==> config.mk <==
export PLATFORM = sky130hd
export DESIGN_NAME = keypad_debounce_long_short_press
export DESIGN_NICKNAME = d
export VERILOG_FILES = /design/src/hdl/kpd_pkg.sv /design/src/hdl/kpd_front.sv /design/src/hdl/kpd_queue.sv /design/src/hdl/kpd_back.sv /design/src/hdl/keypad_debounce_long_short_press.sv
export VERILOG_INCLUDE_DIRS = /design/src /design/src/hdl
export SDC_FILE = /design/constraint.sdc
export NUM_CORES = 1
export LEC_CHECK = 0
export ABC_AREA = 1
export CAP_MARGIN = 0
export CORE_ASPECT_RATIO = 0.5
export CORE_MARGIN = 5
export CORE_UTILIZATION = 64
export DETAILED_ROUTE_END_ITERATION = 12
export DONT_BUFFER_PORTS = 1
export MAX_ROUTING_LAYER = met4
export PLACE_DENSITY = 0.8
export SYNTH_ARGS = -nofsm -noshare
export SYNTH_HDL_FRONTEND = slang
export SYNTH_HIERARCHICAL = 1
export SYNTH_SLANG_ARGS = --single-unit
==> constraint.sdc <==
create_clock -name clock -period 6.5 [get_ports clock]
set_input_delay 1.3 -clock clock [delete_from_list [all_inputs] [get_ports clock]]
set_output_delay 1.3 -clock clock [all_outputs]
set_load 0.02 [all_outputs]
==> src/hdl/keypad_debounce_long_short_press_assert.svh <==
// Assertion helpers shared by the keypad debounce blocks.
// Each macro expects signals named clock and reset in the using module.
`ifndef KEYPAD_DEBOUNCE_LONG_SHORT_PRESS_ASSERT_SVH
`define KEYPAD_DEBOUNCE_LONG_SHORT_PRESS_ASSERT_SVH

// Condition must hold at every clock edge outside reset.
`define KPD_ASSERT_ALWAYS(label, expr) \
   label: assert property (@(posedge clock) disable iff (reset) (expr)) \
      else $error("keypad debounce check failed");

// Same-cycle implication.
`define KPD_ASSERT_IMPL(label, ante, cons) \
   label: assert property (@(posedge clock) disable iff (reset) (ante) |-> (cons)) \
      else $error("keypad debounce check failed");

// Next-cycle implication.
`define KPD_ASSERT_NEXT(label, ante, cons) \
   label: assert property (@(posedge clock) disable iff (reset) (ante) |=> (cons)) \
      else $error("keypad debounce check failed");

`endif

==> src/hdl/kpd_pkg.sv <==
package kpd_pkg;

   // Board table size
   localparam int NUM_BOARDS  = 8;
   localparam int BOARD_IDX_W = (NUM_BOARDS > 1) ? $clog2(NUM_BOARDS) : 1;

   // Key codes
   localparam logic [3:0] KEY_NONE = 4'd15;

   // Priority map, indexed [bit][row], row 0 = a, 1 = b, 2 = c
   localparam logic [3:0] KEY_MAP [4][3] = '{
      '{4'd1,  4'd2, 4'd3},
      '{4'd4,  4'd5, 4'd6},
      '{4'd7,  4'd8, 4'd9},
      '{4'd10, 4'd0, 4'd11}
   };

   // Register indexes on the csr port
   localparam logic [1:0] CSR_DEBOUNCE = 2'd0;
   localparam logic [1:0] CSR_LONG     = 2'd1;
   localparam logic [1:0] CSR_SHORT    = 2'd2;

   // Reset values of the thresholds
   localparam logic [15:0] DEBOUNCE_RST = 16'd20;
   localparam logic [15:0] LONG_RST     = 16'd1000;
   localparam logic [15:0] SHORT_RST    = 16'd500;

   // Command queue between front and back
   localparam int QUEUE_DEPTH = 2;
   localparam int QPTR_W      = (QUEUE_DEPTH > 1) ? $clog2(QUEUE_DEPTH) : 1;
   localparam int QCNT_W      = $clog2(QUEUE_DEPTH + 1);

   // Classified scan passed from front to back
   typedef struct packed {
      logic [2:0]  board;
      logic [3:0]  key;
      logic [31:0] now_ms;
   } cmd_type;

   // Threshold registers
   typedef struct packed {
      logic [15:0] debounce_ms;
      logic [15:0] long_press_ms;
      logic [15:0] short_press_ms;
   } cfg_type;

   // Queue handshake between modules
   typedef struct packed {
      logic full;
      logic empty;
   } qstat_type;

endpackage

==> src/hdl/kpd_front.sv <==
module kpd_front import kpd_pkg::*; (
   input  logic        req_tvalid,
   output logic        req_tready,
   input  logic [47:0] req_tdata,
   input  qstat_type   q_stat,
   output logic        push,
   output cmd_type     cmd
);

   logic [3:0] row_a;
   logic [3:0] row_b;
   logic [3:0] row_c;
   logic [3:0] key;

   assign row_a = req_tdata[6:3];
   assign row_b = req_tdata[10:7];
   assign row_c = req_tdata[14:11];

   // Fixed-priority encoder: lowest bit first, then row a, b, c
   always_comb begin
      key = KEY_NONE;
      for (int b = 3; b >= 0; b--) begin
         if (row_c[b]) key = KEY_MAP[b][2];
         if (row_b[b]) key = KEY_MAP[b][1];
         if (row_a[b]) key = KEY_MAP[b][0];
      end
   end

   // Request enters the queue whenever there is room
   assign req_tready = !q_stat.full;
   assign push       = req_tvalid && !q_stat.full;

   assign cmd.board  = req_tdata[2:0];
   assign cmd.key    = key;
   assign cmd.now_ms = req_tdata[46:15];

endmodule

==> src/hdl/kpd_queue.sv <==
module kpd_queue import kpd_pkg::*; (
   input  logic      clock,
   input  logic      reset,
   input  logic      push,
   input  cmd_type   push_cmd,
   input  logic      pop,
   output cmd_type   pop_cmd,
   output qstat_type stat
);

`include "keypad_debounce_long_short_press_assert.svh"

   cmd_type            mem_ff [QUEUE_DEPTH];
   logic [QPTR_W-1:0]  wr_ptr_ff, wr_ptr_in;
   logic [QPTR_W-1:0]  rd_ptr_ff, rd_ptr_in;
   logic [QCNT_W-1:0]  count_ff, count_in;

   assign stat.full  = (count_ff == QCNT_W'(QUEUE_DEPTH));
   assign stat.empty = (count_ff == '0);
   assign pop_cmd    = mem_ff[rd_ptr_ff];

   // Pointer and fill update
   always_comb begin
      wr_ptr_in = wr_ptr_ff;
      rd_ptr_in = rd_ptr_ff;
      count_in  = count_ff;
      if (push) begin
         wr_ptr_in = (wr_ptr_ff == QPTR_W'(QUEUE_DEPTH - 1)) ? '0 : wr_ptr_ff + 1'b1;
      end
      if (pop) begin
         rd_ptr_in = (rd_ptr_ff == QPTR_W'(QUEUE_DEPTH - 1)) ? '0 : rd_ptr_ff + 1'b1;
      end
      if (push && !pop) count_in = count_ff + 1'b1;
      else if (pop && !push) count_in = count_ff - 1'b1;
   end

   always_ff @(posedge clock) begin
      if (reset) begin
         wr_ptr_ff <= '0;
         rd_ptr_ff <= '0;
         count_ff  <= '0;
      end else begin
         wr_ptr_ff <= wr_ptr_in;
         rd_ptr_ff <= rd_ptr_in;
         count_ff  <= count_in;
      end
   end

   // Storage
   always_ff @(posedge clock) begin
      if (push) mem_ff[wr_ptr_ff] <= push_cmd;
   end

   `KPD_ASSERT_ALWAYS(a_count_bound, count_ff <= QCNT_W'(QUEUE_DEPTH))
   `KPD_ASSERT_IMPL(a_no_pop_empty, pop, !stat.empty)
   `KPD_ASSERT_IMPL(a_no_push_full, push, !stat.full)

endmodule

==> src/hdl/kpd_back.sv <==
module kpd_back import kpd_pkg::*; (
   input  logic        clock,
   input  logic        reset,
   input  cfg_type     cfg,
   input  qstat_type   q_stat,
   input  cmd_type     cmd,
   output logic        pop,
   output logic        rsp_tvalid,
   input  logic        rsp_tready,
   output logic [15:0] rsp_tdata
);

`include "keypad_debounce_long_short_press_assert.svh"

   typedef enum logic [1:0] {
      PH_IDLE,
      PH_DEBOUNCE,
      PH_HOLD
   } phase_type;

   // Per-board state
   phase_type   phase_ff    [NUM_BOARDS];
   logic [31:0] start_ff    [NUM_BOARDS];
   logic [3:0]  held_key_ff [NUM_BOARDS];
   logic        reported_ff [NUM_BOARDS];

   // Result register
   logic        out_valid_ff;
   logic [2:0]  board_out_ff, board_out_in;
   logic        event_ff, event_in;
   logic [3:0]  key_out_ff, key_out_in;
   logic        long_ff, long_in;
   logic        short_ff, short_in;

   // Next values of the selected entry
   phase_type   phase_in;
   logic [31:0] start_in;
   logic [3:0]  held_key_in;
   logic        reported_in;

   logic [BOARD_IDX_W-1:0] idx;
   logic                   in_range;
   logic [31:0]            elapsed;
   phase_type              cur_phase;
   logic [3:0]             cur_key;

   // Take the next request once the result slot is free or draining
   assign pop      = !q_stat.empty && (!out_valid_ff || rsp_tready);
   assign idx      = BOARD_IDX_W'(cmd.board);
   assign in_range = (32'(cmd.board) < NUM_BOARDS);
   assign cur_phase = phase_ff[idx];
   assign cur_key   = held_key_ff[idx];
   assign elapsed   = cmd.now_ms - start_ff[idx];

   // Per-board phase machine
   always_comb begin
      phase_in     = cur_phase;
      start_in     = start_ff[idx];
      held_key_in  = cur_key;
      reported_in  = reported_ff[idx];
      board_out_in = cmd.board;
      event_in     = 1'b0;
      key_out_in   = KEY_NONE;
      long_in      = 1'b0;
      short_in     = 1'b0;
      if (in_range) begin
         case (cur_phase)
            PH_DEBOUNCE: begin
               if (elapsed > {16'd0, cfg.debounce_ms}) begin
                  phase_in = (cmd.key == cur_key) ? PH_HOLD : PH_IDLE;
               end
            end
            PH_HOLD: begin
               if (cmd.key == KEY_NONE) begin
                  if (!reported_ff[idx]) begin
                     event_in    = 1'b1;
                     key_out_in  = cur_key;
                     long_in     = (elapsed >= {16'd0, cfg.long_press_ms});
                     short_in    = (elapsed <= {16'd0, cfg.short_press_ms});
                     reported_in = 1'b1;
                  end
                  phase_in    = PH_IDLE;
                  held_key_in = KEY_NONE;
               end
            end
            default: begin
               if (cmd.key != KEY_NONE) begin
                  start_in    = cmd.now_ms;
                  phase_in    = PH_DEBOUNCE;
                  held_key_in = cmd.key;
                  reported_in = 1'b0;
               end
            end
         endcase
      end
   end

   // State table and result register
   always_ff @(posedge clock) begin
      if (reset) begin
         out_valid_ff <= 1'b0;
         for (int i = 0; i < NUM_BOARDS; i++) begin
            phase_ff[i]    <= PH_IDLE;
            held_key_ff[i] <= KEY_NONE;
            reported_ff[i] <= 1'b0;
            start_ff[i]    <= '0;
         end
      end else begin
         if (pop && in_range) begin
            phase_ff[idx]    <= phase_in;
            start_ff[idx]    <= start_in;
            held_key_ff[idx] <= held_key_in;
            reported_ff[idx] <= reported_in;
         end
         if (pop) begin
            out_valid_ff <= 1'b1;
            board_out_ff <= board_out_in;
            event_ff     <= event_in;
            key_out_ff   <= key_out_in;
            long_ff      <= long_in;
            short_ff     <= short_in;
         end else if (rsp_tready) begin
            out_valid_ff <= 1'b0;
         end
      end
   end

   assign rsp_tvalid = out_valid_ff;
   assign rsp_tdata  = {6'd0, short_ff, long_ff, key_out_ff, event_ff, board_out_ff};

   `KPD_ASSERT_IMPL(a_pop_slot_free, pop, !out_valid_ff || rsp_tready)
   `KPD_ASSERT_IMPL(a_quiet_no_event, out_valid_ff && !event_ff,
      key_out_ff == KEY_NONE && !long_ff && !short_ff)
   `KPD_ASSERT_NEXT(a_release_reported, pop && event_in, reported_ff[$past(idx)])

endmodule

==> src/hdl/keypad_debounce_long_short_press.sv <==
// Keypad debounce with long/short press detection. One scan request is taken
// per clock cycle while the queue has room, with no stall of its own; each
// request gives exactly one response. A request passes through the queue into the
// result register, which drives rsp_tvalid, once that register is free. The
// rate is set by the per-board read-modify-write of the phase table in the
// back stage, one board entry per cycle; a two-entry queue between the encoder
// and that stage absorbs response-side stalls. The user must write thresholds
// on the csr port only while no request is in flight; the block does not check.
// req_tdata: board[2:0], row_a[6:3], row_b[10:7], row_c[14:11], now_ms[46:15].
// rsp_tdata: board_out[2:0], event_valid[3], key_code[7:4], long_press[8],
// short_press[9].
module keypad_debounce_long_short_press import kpd_pkg::*; (
   input  logic        clock,
   input  logic        reset,
   // Scan requests
   input  logic        req_tvalid,
   output logic        req_tready,
   input  logic [47:0] req_tdata,   // board, row_a_bits, row_b_bits, row_c_bits, now_ms
   // Press events
   output logic        rsp_tvalid,
   input  logic        rsp_tready,
   output logic [15:0] rsp_tdata,   // board_out, event_valid, key_code, long_press, short_press
   // Threshold registers
   input  logic        csr_we,
   input  logic [1:0]  csr_index,
   input  logic [15:0] csr_wdata
);

   cfg_type   cfg_ff;
   qstat_type q_stat;
   cmd_type   push_cmd;
   cmd_type   pop_cmd;
   logic      push;
   logic      pop;

   // Threshold registers
   always_ff @(posedge clock) begin
      if (reset) begin
         cfg_ff.debounce_ms    <= DEBOUNCE_RST;
         cfg_ff.long_press_ms  <= LONG_RST;
         cfg_ff.short_press_ms <= SHORT_RST;
      end else if (csr_we) begin
         case (csr_index)
            CSR_DEBOUNCE: cfg_ff.debounce_ms    <= csr_wdata;
            CSR_LONG:     cfg_ff.long_press_ms  <= csr_wdata;
            CSR_SHORT:    cfg_ff.short_press_ms <= csr_wdata;
            default: ;
         endcase
      end
   end

   kpd_front u_front (
      .req_tvalid (req_tvalid),
      .req_tready (req_tready),
      .req_tdata  (req_tdata),
      .q_stat     (q_stat),
      .push       (push),
      .cmd        (push_cmd)
   );

   kpd_queue u_queue (
      .clock    (clock),
      .reset    (reset),
      .push     (push),
      .push_cmd (push_cmd),
      .pop      (pop),
      .pop_cmd  (pop_cmd),
      .stat     (q_stat)
   );

   kpd_back u_back (
      .clock      (clock),
      .reset      (reset),
      .cfg        (cfg_ff),
      .q_stat     (q_stat),
      .cmd        (pop_cmd),
      .pop        (pop),
      .rsp_tvalid (rsp_tvalid),
      .rsp_tready (rsp_tready),
      .rsp_tdata  (rsp_tdata)
   );

endmodule

# Word-level counts from Yosys, hierarchy flattened
# Memories as Yosys holds them, arrays and structs flattened. A register that Yosys moved wholly into a read port is not among the register bits.
# Cells that the tools add are included.
[word_totals] regBits=63 output_inout_bits=18 mem_bits_rw=390 memories=5 latch_bits=0 rom_bits=0 wordCells=114
[memory_table] memory="u_back.start_ff" depth=8 word_bits=32 read_ports=1 rd_clocked_by_memory_dff=0 wr=8 line="kpd_back.sv:23" text="logic [31:0] start_ff [NUM_BOARDS];"
[memory_table] memory="u_queue.mem_ff" depth=2 word_bits=39 read_ports=1 rd_clocked_by_memory_dff=1 wr=1 line="kpd_queue.sv:13" text="cmd_type mem_ff [QUEUE_DEPTH];"
[memory_table] memory="u_back.held_key_ff" depth=8 word_bits=4 read_ports=1 rd_clocked_by_memory_dff=0 wr=8 line="kpd_back.sv:24" text="logic [3:0] held_key_ff [NUM_BOARDS];"
[memory_table] memory="u_back.phase_ff" depth=8 word_bits=2 read_ports=1 rd_clocked_by_memory_dff=0 wr=8 line="kpd_back.sv:22" text="phase_type phase_ff [NUM_BOARDS];"
[memory_table] memory="u_back.reported_ff" depth=8 word_bits=1 read_ports=1 rd_clocked_by_memory_dff=0 wr=8 line="kpd_back.sv:25" text="logic reported_ff [NUM_BOARDS];"
[op_classes] reduce_logical=25 n_mul=0 muxes=53 shift=0 n_lt_le_gt_ge=3 bitwise_logic=3 eq_ne=8 div_mod_pow=0 n_addsub=5
[ops] operator="32-bit two-way mux" count=3
[ops] operator="4-bit two-way mux" count=14
[ops] operator="32-bit by 16-bit greater-or-equal comparator with 1-bit output" count=1
[ops] operator="32-bit by 16-bit greater-than comparator with 1-bit output" count=1
[ops] operator="32-bit by 16-bit less-or-equal comparator with 1-bit output" count=1
[ops] operator="32-bit OR reduction" count=1
[ops] operator="32-bit subtractor" count=1
[ops] operator="1-bit two-way mux" count=21
[ops] operator="3-bit two-way mux" count=5
[ops] operator="2-bit two-way mux" count=7
[ops] operator="2-bit AND reduction" count=5
[ops] operator="4-bit one-hot mux with 2 select lines" count=1
[ops] operator="2-bit equality test (second input constant)" count=3
[ops] operator="1-bit logical NOT" count=5
[ops] operator="2-bit by 1-bit equality test with 1-bit output (second input constant)" count=2
[ops] operator="4-bit equality test" count=1
[ops] operator="4-bit equality test (second input constant)" count=1
[ops] operator="1-bit logical AND" count=4
[ops] operator="2-bit logical NOT" count=2
[ops] operator="4-bit != test (second input constant)" count=1
[ops] operator="2-bit one-hot mux with 2 select lines" count=1
[ops] operator="2-bit nonzero test" count=2
[ops] operator="2-bit OR reduction" count=2
[ops] operator="4-bit OR reduction" count=1
[ops] operator="8 further kinds" count=11

# Logic depth before layout (Yosys ltp)
# Gate-level depths: netlist of the first run.
[logic_depth] word_depth=12 ltp_mapped=34

# Hierarchy
# The synthesis of the first run kept the hierarchy.
[by_module_without_submodules] module="kpd_back" seq_area_each_um2=9689.3 cells_each=1949 area_each_um2=17850.9 n_inst=1
[by_module_without_submodules] module="kpd_queue" seq_area_each_um2=2442.3 cells_each=154 area_each_um2=3086.7 n_inst=1
[by_module_without_submodules] module="keypad_debounce_long_short_press" seq_area_each_um2=960.9 cells_each=286 area_each_um2=1971.9 n_inst=1
[by_module_without_submodules] module="kpd_front" seq_area_each_um2=0.0 cells_each=70 area_each_um2=429.2 n_inst=1

# Worst setup path before layout of the first run
# OpenSTA, ideal clock, no wires.
[synth_path] kind="reg-to-reg" start="register (tool-made name)" end="memory u_back/phase_ff[0][1] (netlist bit), data pin" path_buffers=5 period_less_slack_ns=4.518 path_stages_with_launch=32 t_required_ns=6.238 arrival_time_ns=4.256 path_slack_ns=1.982 path_cell_list="dfxtp_1 > buf_4 > mux2_2 > buf_2 > nand3_1 > inv_1 > buf_2 > buf_2 > buf_2 > a22oi_1 > nand4_1 > ha_1 > fa_1 > inv_1 > nand2_1 > nand3_1 > nand2_1 > nand2_1 > xor2_1 > ha_1 > nand2_1 > inv_1 > nand3_1 > nor3_1 > nand2_1 > o2111ai_1 > nand2_1 > nand4_1 > nand2_1 > inv_1 > nand2_2 > a21oi_1"
[synth_rtl] element="to (decl)" line="kpd_back.sv:22"

==> key figures, run 1 <==
Critical path
  • Worst EP arrival: 6.18 ns
  • Crit-path leading delay family: simple AND/OR/NAND/NOR gates
  • CP Data Required Time: between 6 and 7 ns
  • R2r worst-path depth: 25
  • CP endpoint kind: register
  • Most frequent CP cell: nand2_1
  • Slowest stage cell, crit path: fa_1
  • Slowest stage delay, CP: ~0.55 ns
  • Reg-to-reg endpoint: u_back/phase_ff[2][1]
  • WS Path Type: register to register
  • Reg2Reg Setup Slack: 0.61 ns
  • Crit path buffers/inverters: 3
  • Startpoint types: register
  • CP Max Fanout: 36

Pwr
  • Peak VDD IR: 0.0003979 V
  • Leakage: approximately 10 nW
  • Power Density: between 500 and 600 nW/µm²

Status
  • Status: finished clean

Floorplan
  • Core Footprint: 35930 µm²
  • Die X: 280.1 µm
  • Die Area: slightly above 40000 µm²
  • Vert. Die Dim: 145.0 µm
  • I/O pin total: just under 90
  • Initial cell density of the core: approximately 65%
  • Row count: ~50

Routing
  • Routed vias: roughly 17000
  • DRC viols: 0
  • Routed WL per cell: around 21 µm
  • Remaining antenna violation count: 0
  • Initial DRC Count: roughly 2600
  • DRT Wirelength: between 60 and 70 mm
  • Initial DRT Pass Iterations: 6
  • Post-DR vias/cell: around 6

Logic synthesis
  • Synth area leaders: edfxtp_1, nand2_1, nor2_1, inv_1, dfxtp_1
  • Syn Std Cell Area: 23340 µm²
  • Synth top area share: between 50% and 60%
  • Warnings from Yosys: 6
  • Area leader, netlist: edfxtp_1
  • Sequential share of the synthesized area: between 50 and 60%
  • Distinct cells, synth: 58
  • Cells after Synth: ~2500
  • Register bit count reported by yosys: 454
  • Ys async rst share: 0%
  • Ys flop type: edfxtp_1
  • Post-synth EDFFs: 400
  • Syn_area_per_cell: 9.491 µm²

Timing
  • Slew @ Worst Pin: roughly 1.2 ns
  • Slew Limit Fails: 0
  • Rel. slew slack: between 20% and 30%
  • Max Clock Freq: ~170 MHz
  • Tmin final: roughly 6 ns
  • Final setup viols: 0
  • Clk_skew: 0.03411 ns
  • RSZ-0062 raised after global routing: false
  • Fin. Hold Viols: 0
  • Final Hold Slack: ~0.47 ns
  • Final period util: between 90% and 100%
  • Total Neg Setup Slack: 0 ns

Clocking
  • Root Driver: clkbuf_16
  • Post-CTS resize count: 0
  • Num CTS Buffers: 40
  • Reg clk slew, reported paths: 0.07 ns
  • Clk Latency, worst-skew pair: roughly 0.57 ns
  • Setup bufs post-CTS: 0
  • H-tree depth: 2
  • TritonCTS Sinks: approximately 450
  • Hold buffer count at cts: 0
  • CTS tree: yes
  • CTS max path bufs: 3

GRT
  • Met3 global-route usage: 9.729%
  • GRT met1 Usage: between 40% and 50%
  • First-pass GRT wire length: roughly 93 mm
  • Total global-route track usage: a little under a third
  • Grt peak-use layer: met2
  • Grt ovf: 0
  • Vias in the first global route: ~16000
  • Initial antenna violation count: 0
  • M2 GR Usage: a little under half
  • Largest net degree at the start of global routing: 73

Place
  • PortBufs: 0
  • Placer Congestion: between 0.9 and 1
  • Hpwl dp: 39.35 mm

Run
  • Max-Cap Viols: 0

Final layout
  • Fraction of layout cells with a size suffix above 1: 9.143%
  • Area grow syn2layout: 6.004%
  • Diode count: 0
  • # nets final: 2564

Hold path
  • Hold Crit Class: register to register
  • Hold path depth: 2
  • Hold Startpoint: cfg_ff[4]
  • WHS Endpoint: cfg_ff[4]
==> final cells by class <==
class	instances	area, µm²
Clock buffer	53	1050
Clock inverter	20	226.5
Fill cell	2605	11190
Inverter	333	1252
Multi-Input combinational cell	1551	8302
Sequential cell	454	13090
Tap cell	484	605.6
Timing Repair Buffer	28	210.2
==> layout by cell type (no fill, tap or decap), types with 21 or more instances in the layout <==
master / netlist / final
inv_2: 21 / 21
edfxtp_1: 400 / 400
a21oi_1: 83 / 83
nand4_1: 52 / 52
clkbuf_16: 0 / 40
a221oi_1: 28 / 28
dfxtp_1: 54 / 53
inv_1: 301 / 300
a22oi_1: 40 / 40
nand2_1: 576 / 567
mux2_2: 29 / 29
a22o_1: 32 / 32
buf_4: 48 / 28
ha_1: 84 / 84
nor2_1: 403 / 402
nand3_1: 79 / 79
o21ai_2: 26 / 26
==> synth_stat cells (12+ instances only) <==
| cell | number |
|---|---|
| nand4_1 | 52 |
| a21oi_1 | 83 |
| buf_4 | 48 |
| buf_2 | 35 |
| dfxtp_1 | 54 |
| mux2_2 | 29 |
| ha_1 | 84 |
| nor2_2 | 12 |
| a22oi_1 | 40 |
| a22o_1 | 32 |
| o21ai_2 | 26 |
| a221oi_1 | 28 |
| nand2_1 | 576 |
| nand3_1 | 79 |
| xor2_1 | 14 |
| edfxtp_1 | 400 |
| inv_2 | 21 |
| clkbuf_1 | 33 |
| inv_1 | 301 |
| nor2_1 | 403 |
==> cells by family after synthesis <==
kind of cell | count (synthesis) | share of synthesized area [%]
other cells | 1 | 0.01607
flops | 454 | 56.10
xor+xnor | 16 | 0.6005
mux | 39 | 2.043
fa+ha+maj | 85 | 4.589
buf+inv | 459 | 8.562
compound gates | 249 | 7.784
simple gates | 1156 | 20.31
==> metal layers <==
layer,part of all wire [%],wire length (µm)
met1,38,23560
met2,45,27750
met3,14,8752
met4,2.0,1241
met5,0,0
==> per-stage QoR <==
stage | setup WS [ns] | instance area [µm²] | util (%) | std cells | total power [W]
after floorplan | 1.982 | 23360 | - | 2464 | 0.008977
after global placement | 1.003 | 23460 | 65.31 | 2850 | 0.01064
after detailed placement | 0.8115 | 23460 | 65.31 | 2850 | 0.01088
after CTS | 0.7830 | 24740 | 68.86 | 2923 | 0.01325
after global routing | 0.2356 | 24740 | 68.86 | 2923 | 0.01438
final | 0.6102 | 24740 | 68.86 | 2923 | 0.01344
==> where the power goes <==
group | total [W] | switching, W | internal (W)
clock network | 0.00237 | 0.00109 | 0.00128
logic | 0.00742 | 0.00521 | 0.00221
registers | 0.00365 | 0.000105 | 0.00355
==> registers in the layout, summed over array words and instances, names as in the netlist, named ones only <==
| register | flops |
|---|---|
| u_back/held_key_ff | 32 |
| cfg_ff | 48 |
| u_back/key_out_ff | 4 |
| u_back/board_out_ff | 3 |
| u_queue/rd_ptr_ff | 1 |
| u_back/long_ff | 1 |
| u_back/reported_ff | 8 |
| u_queue/mem_ff | 78 |
| u_back/short_ff | 1 |
| u_back/start_ff | 256 |
| u_back/event_ff | 1 |
| u_queue/count_ff | 2 |
| u_back/rsp_tvalid | 1 |
| u_queue/wr_ptr_ff | 1 |
| u_back/phase_ff | 16 |
==> tightest hold or removal path, cell delays in order (launching register included) <==
cell	delay [ns]
dfxtp_1	0.33
nand2_1	0.05
nand3_1	0.05
==> how the worst max path moves through the flow <==
stage	end	cells past startpoint
after detailed placement	u_back/phase_ff[2][1]	25
after floorplan	u_back/phase_ff[0][1]	31
after global routing	u_back/phase_ff[2][1]	25
after CTS	u_back/phase_ff[2][1]	23
after global placement	u_back/phase_ff[2][1]	25
final	u_back/phase_ff[2][1]	25
Power figures use the tool's default switching activity.
==> run 2: changes to the inputs <==
Settings changed: ABC_AREA 1 to unset, HOLD_SLACK_MARGIN set to 0.02.
==> key figures, run 2 <==
Timing
  • Post-route worst setup slack: 0.2474 ns (-0.3628 ns)
  • Rel. slew slack: 23.54% (+0.99 points)
  • Clk_skew: 0.03137 ns (-0.002733 ns)
  • Slew Limit Fails: 0 (unchanged)
  • Final setup viols: 0 (unchanged)
  • Fin. Hold Viols: 0 (unchanged)
  • Tmin final: 6.253 ns (+0.3628 ns)
  • Final period util: 96.19% (+5.6 points)
  • Final Hold Slack: 0.4748 ns (+0.008650 ns)
  • Slew @ Worst Pin: 1.142 ns (-0.01575 ns)
  • Max Clock Freq: 159.9 MHz (-5.8%)

Logic synthesis
  • Post-synth EDFFs: 400 (unchanged)
  • Distinct cells, synth: 95 (+64%)
  • Cells after Synth: 1957 (-20%)
  • Ys async rst share: 0% (unchanged)
  • Syn Std Cell Area: 22760 µm² (-2.5%)
  • Synth cell count leaders: edfxtp_1, nor2_1, a22oi_1
  • Syn_area_per_cell: 11.63 µm² (+23%)
  • Sequential share of the synthesized area: 57.52% (+1.4 points)
  • Synth top area share: 52.77% (+1.3 points)
  • Synth area leaders: edfxtp_1, nor2_1, dfxtp_1, ha_1, a22oi_1
  • Area leader, netlist: edfxtp_1
  • Ys flop type: edfxtp_1
  • Warnings from Yosys: 6 (unchanged)
  • Count leader, synth: edfxtp_1
  • Register bit count reported by yosys: 454 (unchanged)

Clocking
  • CTS max path bufs: 3 (unchanged)
  • CTS tree: yes
  • Hold buffer count at cts: 0 (unchanged)
  • H-tree depth: 2 (unchanged)
  • Reg clk slew, reported paths: 0.07 ns (about the same)
  • Root Driver: clkbuf_16
  • TritonCTS Sinks: 454 (unchanged)
  • Clk Latency, worst-skew pair: 0.57 ns (about the same)
  • Num CTS Buffers: 40 (unchanged)

Place
  • Place WS: 0.2266 ns (-0.5849 ns)
  • Placer Congestion: 0.9387 (-2.7%)
  • Hpwl dp: 38.94 mm (-1.1%)
  • PortBufs: 0 (unchanged)

Floorplan
  • Row count: 48 (-2.0%)
  • Vert. Die Dim: 143.4 µm (-1.2%)
  • Die Area: 39670 µm² (-2.3%)
  • I/O pin total: 89 (unchanged)
  • Initial cell density of the core: 65.46% (+0.50 points)
  • Core Footprint: 34770 µm² (-3.2%)
  • Die X: 276.7 µm (-1.2%)

Run
  • Max-Cap Viols: 0 (unchanged)

GRT
  • Vias in the first global route: 15580 (-4.2%)
  • Initial antenna violation count: 0 (unchanged)
  • Total global-route track usage: 31.52% (+1.3 points)
  • Grt ovf: 0 (unchanged)
  • First-pass GRT wire length: 92.63 mm (about the same)
  • Largest net degree at the start of global routing: 88 (+21%)

Critical path
  • Startpoint types: register
  • Reg2Reg Setup Slack: 0.25 ns (-0.36 ns)
  • WS Path Type: register to register
  • Reg-to-reg endpoint: u_back/phase_ff[2][1]
  • CP endpoint kind: register
  • CP Max Fanout: 18 (-50%)
  • CP Data Required Time: 6.78 ns (about the same)
  • R2r worst-path depth: 25 (unchanged)
  • Crit path to: u_back/phase_ff[2][1]
  • Worst EP arrival: 6.53 ns (+0.35 ns)

Pwr
  • Sequential group share of total power: 29.4% (+2.2 points)
  • Leakage: 8.569 nW (-17%)
  • Switching share of power: 44.21% (-3.4 points)
  • Internal power: 0.006908 W (-1.9%)
  • Total power draw: 0.01238 W (-7.8%)
  • Clock Power Share: 20.0% (+2.4 points)
  • P_sw: 0.005475 W (-14%)
  • Peak VDD IR: 0.0002757 V (-31%)
  • Combinational share of power: 50.6% (-4.6 points)
  • Power Density: 512.6 nW/µm² (-5.6%)

Routing
  • Remaining antenna violation count: 0 (unchanged)
  • DRC viols: 0 (unchanged)
  • Post-DR vias/cell: 6.621 (+11%)
  • Initial DRC Count: 2407 (-8.0%)
  • Routed WL per cell: 25.46 µm (+21%)
  • Routed vias: 15890 (-9.0%)
  • DRT Wirelength: 61.11 mm (-0.32%)
  • Initial DRT Pass Iterations: 6 (unchanged)

Final layout
  • Most frequent cells in the layout: edfxtp_1, nor2_1, a22oi_1, nand2_1, ha_1
  • Largest regs: u_back/start_ff x256, u_queue/mem_ff x78, cfg_ff x48
  • Max reg flops: 256 (unchanged)
  • Filler cells: 2360 (-9.4%)
  • Commonest non-fill, non-tap cell in the layout: edfxtp_1
  • Most flop-heavy register: u_back/start_ff
  • # nets final: 2053 (-20%)
  • Area grow syn2layout: 6.123%
  • Fraction of layout cells with a size suffix above 1: 11.90% (+2.8 points)
  • Diode count: 0 (unchanged)

Status
  • Status: finished clean

Hold path
  • Hold Crit Class: register to register
[run 2: power groups by stage]
| stage | registers, W | clock network, W | logic [W] |
|---|---|---|---|
| floorplan | 0.00367 | 0 | 0.00442 |
| global placement | 0.00368 | 0 | 0.00586 |
| detailed placement | 0.00370 | 0 | 0.00597 |
| CTS | 0.00364 | 0.00248 | 0.00603 |
| global route | 0.00367 | 0.00261 | 0.00680 |
| finish | 0.00364 | 0.00247 | 0.00627 |
[run 2: how the worst min path moves through the flow]
stage | from | end | slack (ns) | cells past startpoint
2_1_floorplan | cfg_ff[18] | cfg_ff[18] | 0.45 | 2
3_5_place_dp | cfg_ff[47] | cfg_ff[47] | 0.46 | 2
5_1_grt | cfg_ff[37] | cfg_ff[37] | 0.49 | 2
4_1_cts | cfg_ff[37] | cfg_ff[37] | 0.48 | 2
6_report | cfg_ff[20] | cfg_ff[20] | 0.47 | 2
3_3_place_gp | cfg_ff[28] | cfg_ff[28] | 0.46 | 2
[run 2: logic make-up (layout without fill, tap and decap cells)]
group | Yosys count | count (layout) | synth area share (%)
buffers and inverters | 211 | 174 | 5.128
adders and majority gates | 85 | 85 | 4.705
and+or+nand+nor | 681 | 681 | 14.45
DFF | 454 | 454 | 57.52
xor gates and xnor gates | 25 | 25 | 0.9619
AOI/OAI and AO/OA | 395 | 395 | 12.29
muxes | 105 | 105 | 4.936
other | 1 | 6 | 0.01647
[run 2: repair_timing]
action                                  in CTS  in global routing
endpoints found under the setup margin       0                  8
gates resized for setup                      0                  3
buffers inserted                             0                  2
[run 2: through the flow]
step	cell area (µm²)	utilization, %	TNS, ns	std cells
finish	24160	69.47	0	2400
global route	24160	69.47	-0.08221	2400
CTS	24130	69.40	0	2398
global placement	22790	65.55	0	2328
floorplan	22780	-	0	1962
detailed placement	22790	65.55	0	2328
[run 2: final cells by class]
cell class / count / area [µm²] / area share [%]
Sequential cell: 454 / 13090 / 54.20
Multi-Input combinational cell: 1297 / 8594 / 35.58
Clock inverter: 24 / 296.5 / 1.228
Inverter: 66 / 247.7 / 1.026
Clock buffer: 46 / 1045 / 4.325
Timing Repair Buffer: 38 / 285.3 / 1.181
Tap cell: 475 / 594.3 / 2.460
[run 2: layer usage]
layer	track usage (%)	wire [µm]	vias up
met5	-	0	-
met3	12.84	9816	118
met2	46.18	26520	1081
met1	42.08	23590	7697
met4	6.923	1190	0
li1	-	-	6994
[run 2: critical path, stage by stage, from the launching register on]
cell       delay, ns
dfxtp_2         0.35
mux2_2          0.32
buf_4           0.29
nor2_1          0.11
and2_1          0.21
buf_4           0.20
a22oi_1         0.21
nand4_1         0.27
ha_1            0.30
fa_1            0.40
nand2b_1        0.20
a21oi_2         0.25
nor2_1          0.11
o21ai_0         0.29
a31oi_1         0.19
xnor2_2         0.35
ha_1            0.30
nand2_1         0.09
nor2_1          0.05
a211oi_1        0.19
o21ai_0         0.11
a211oi_1        0.22
a31o_2          0.20
o2111ai_1       0.12
and4bb_2        0.54
nor3_2          0.08
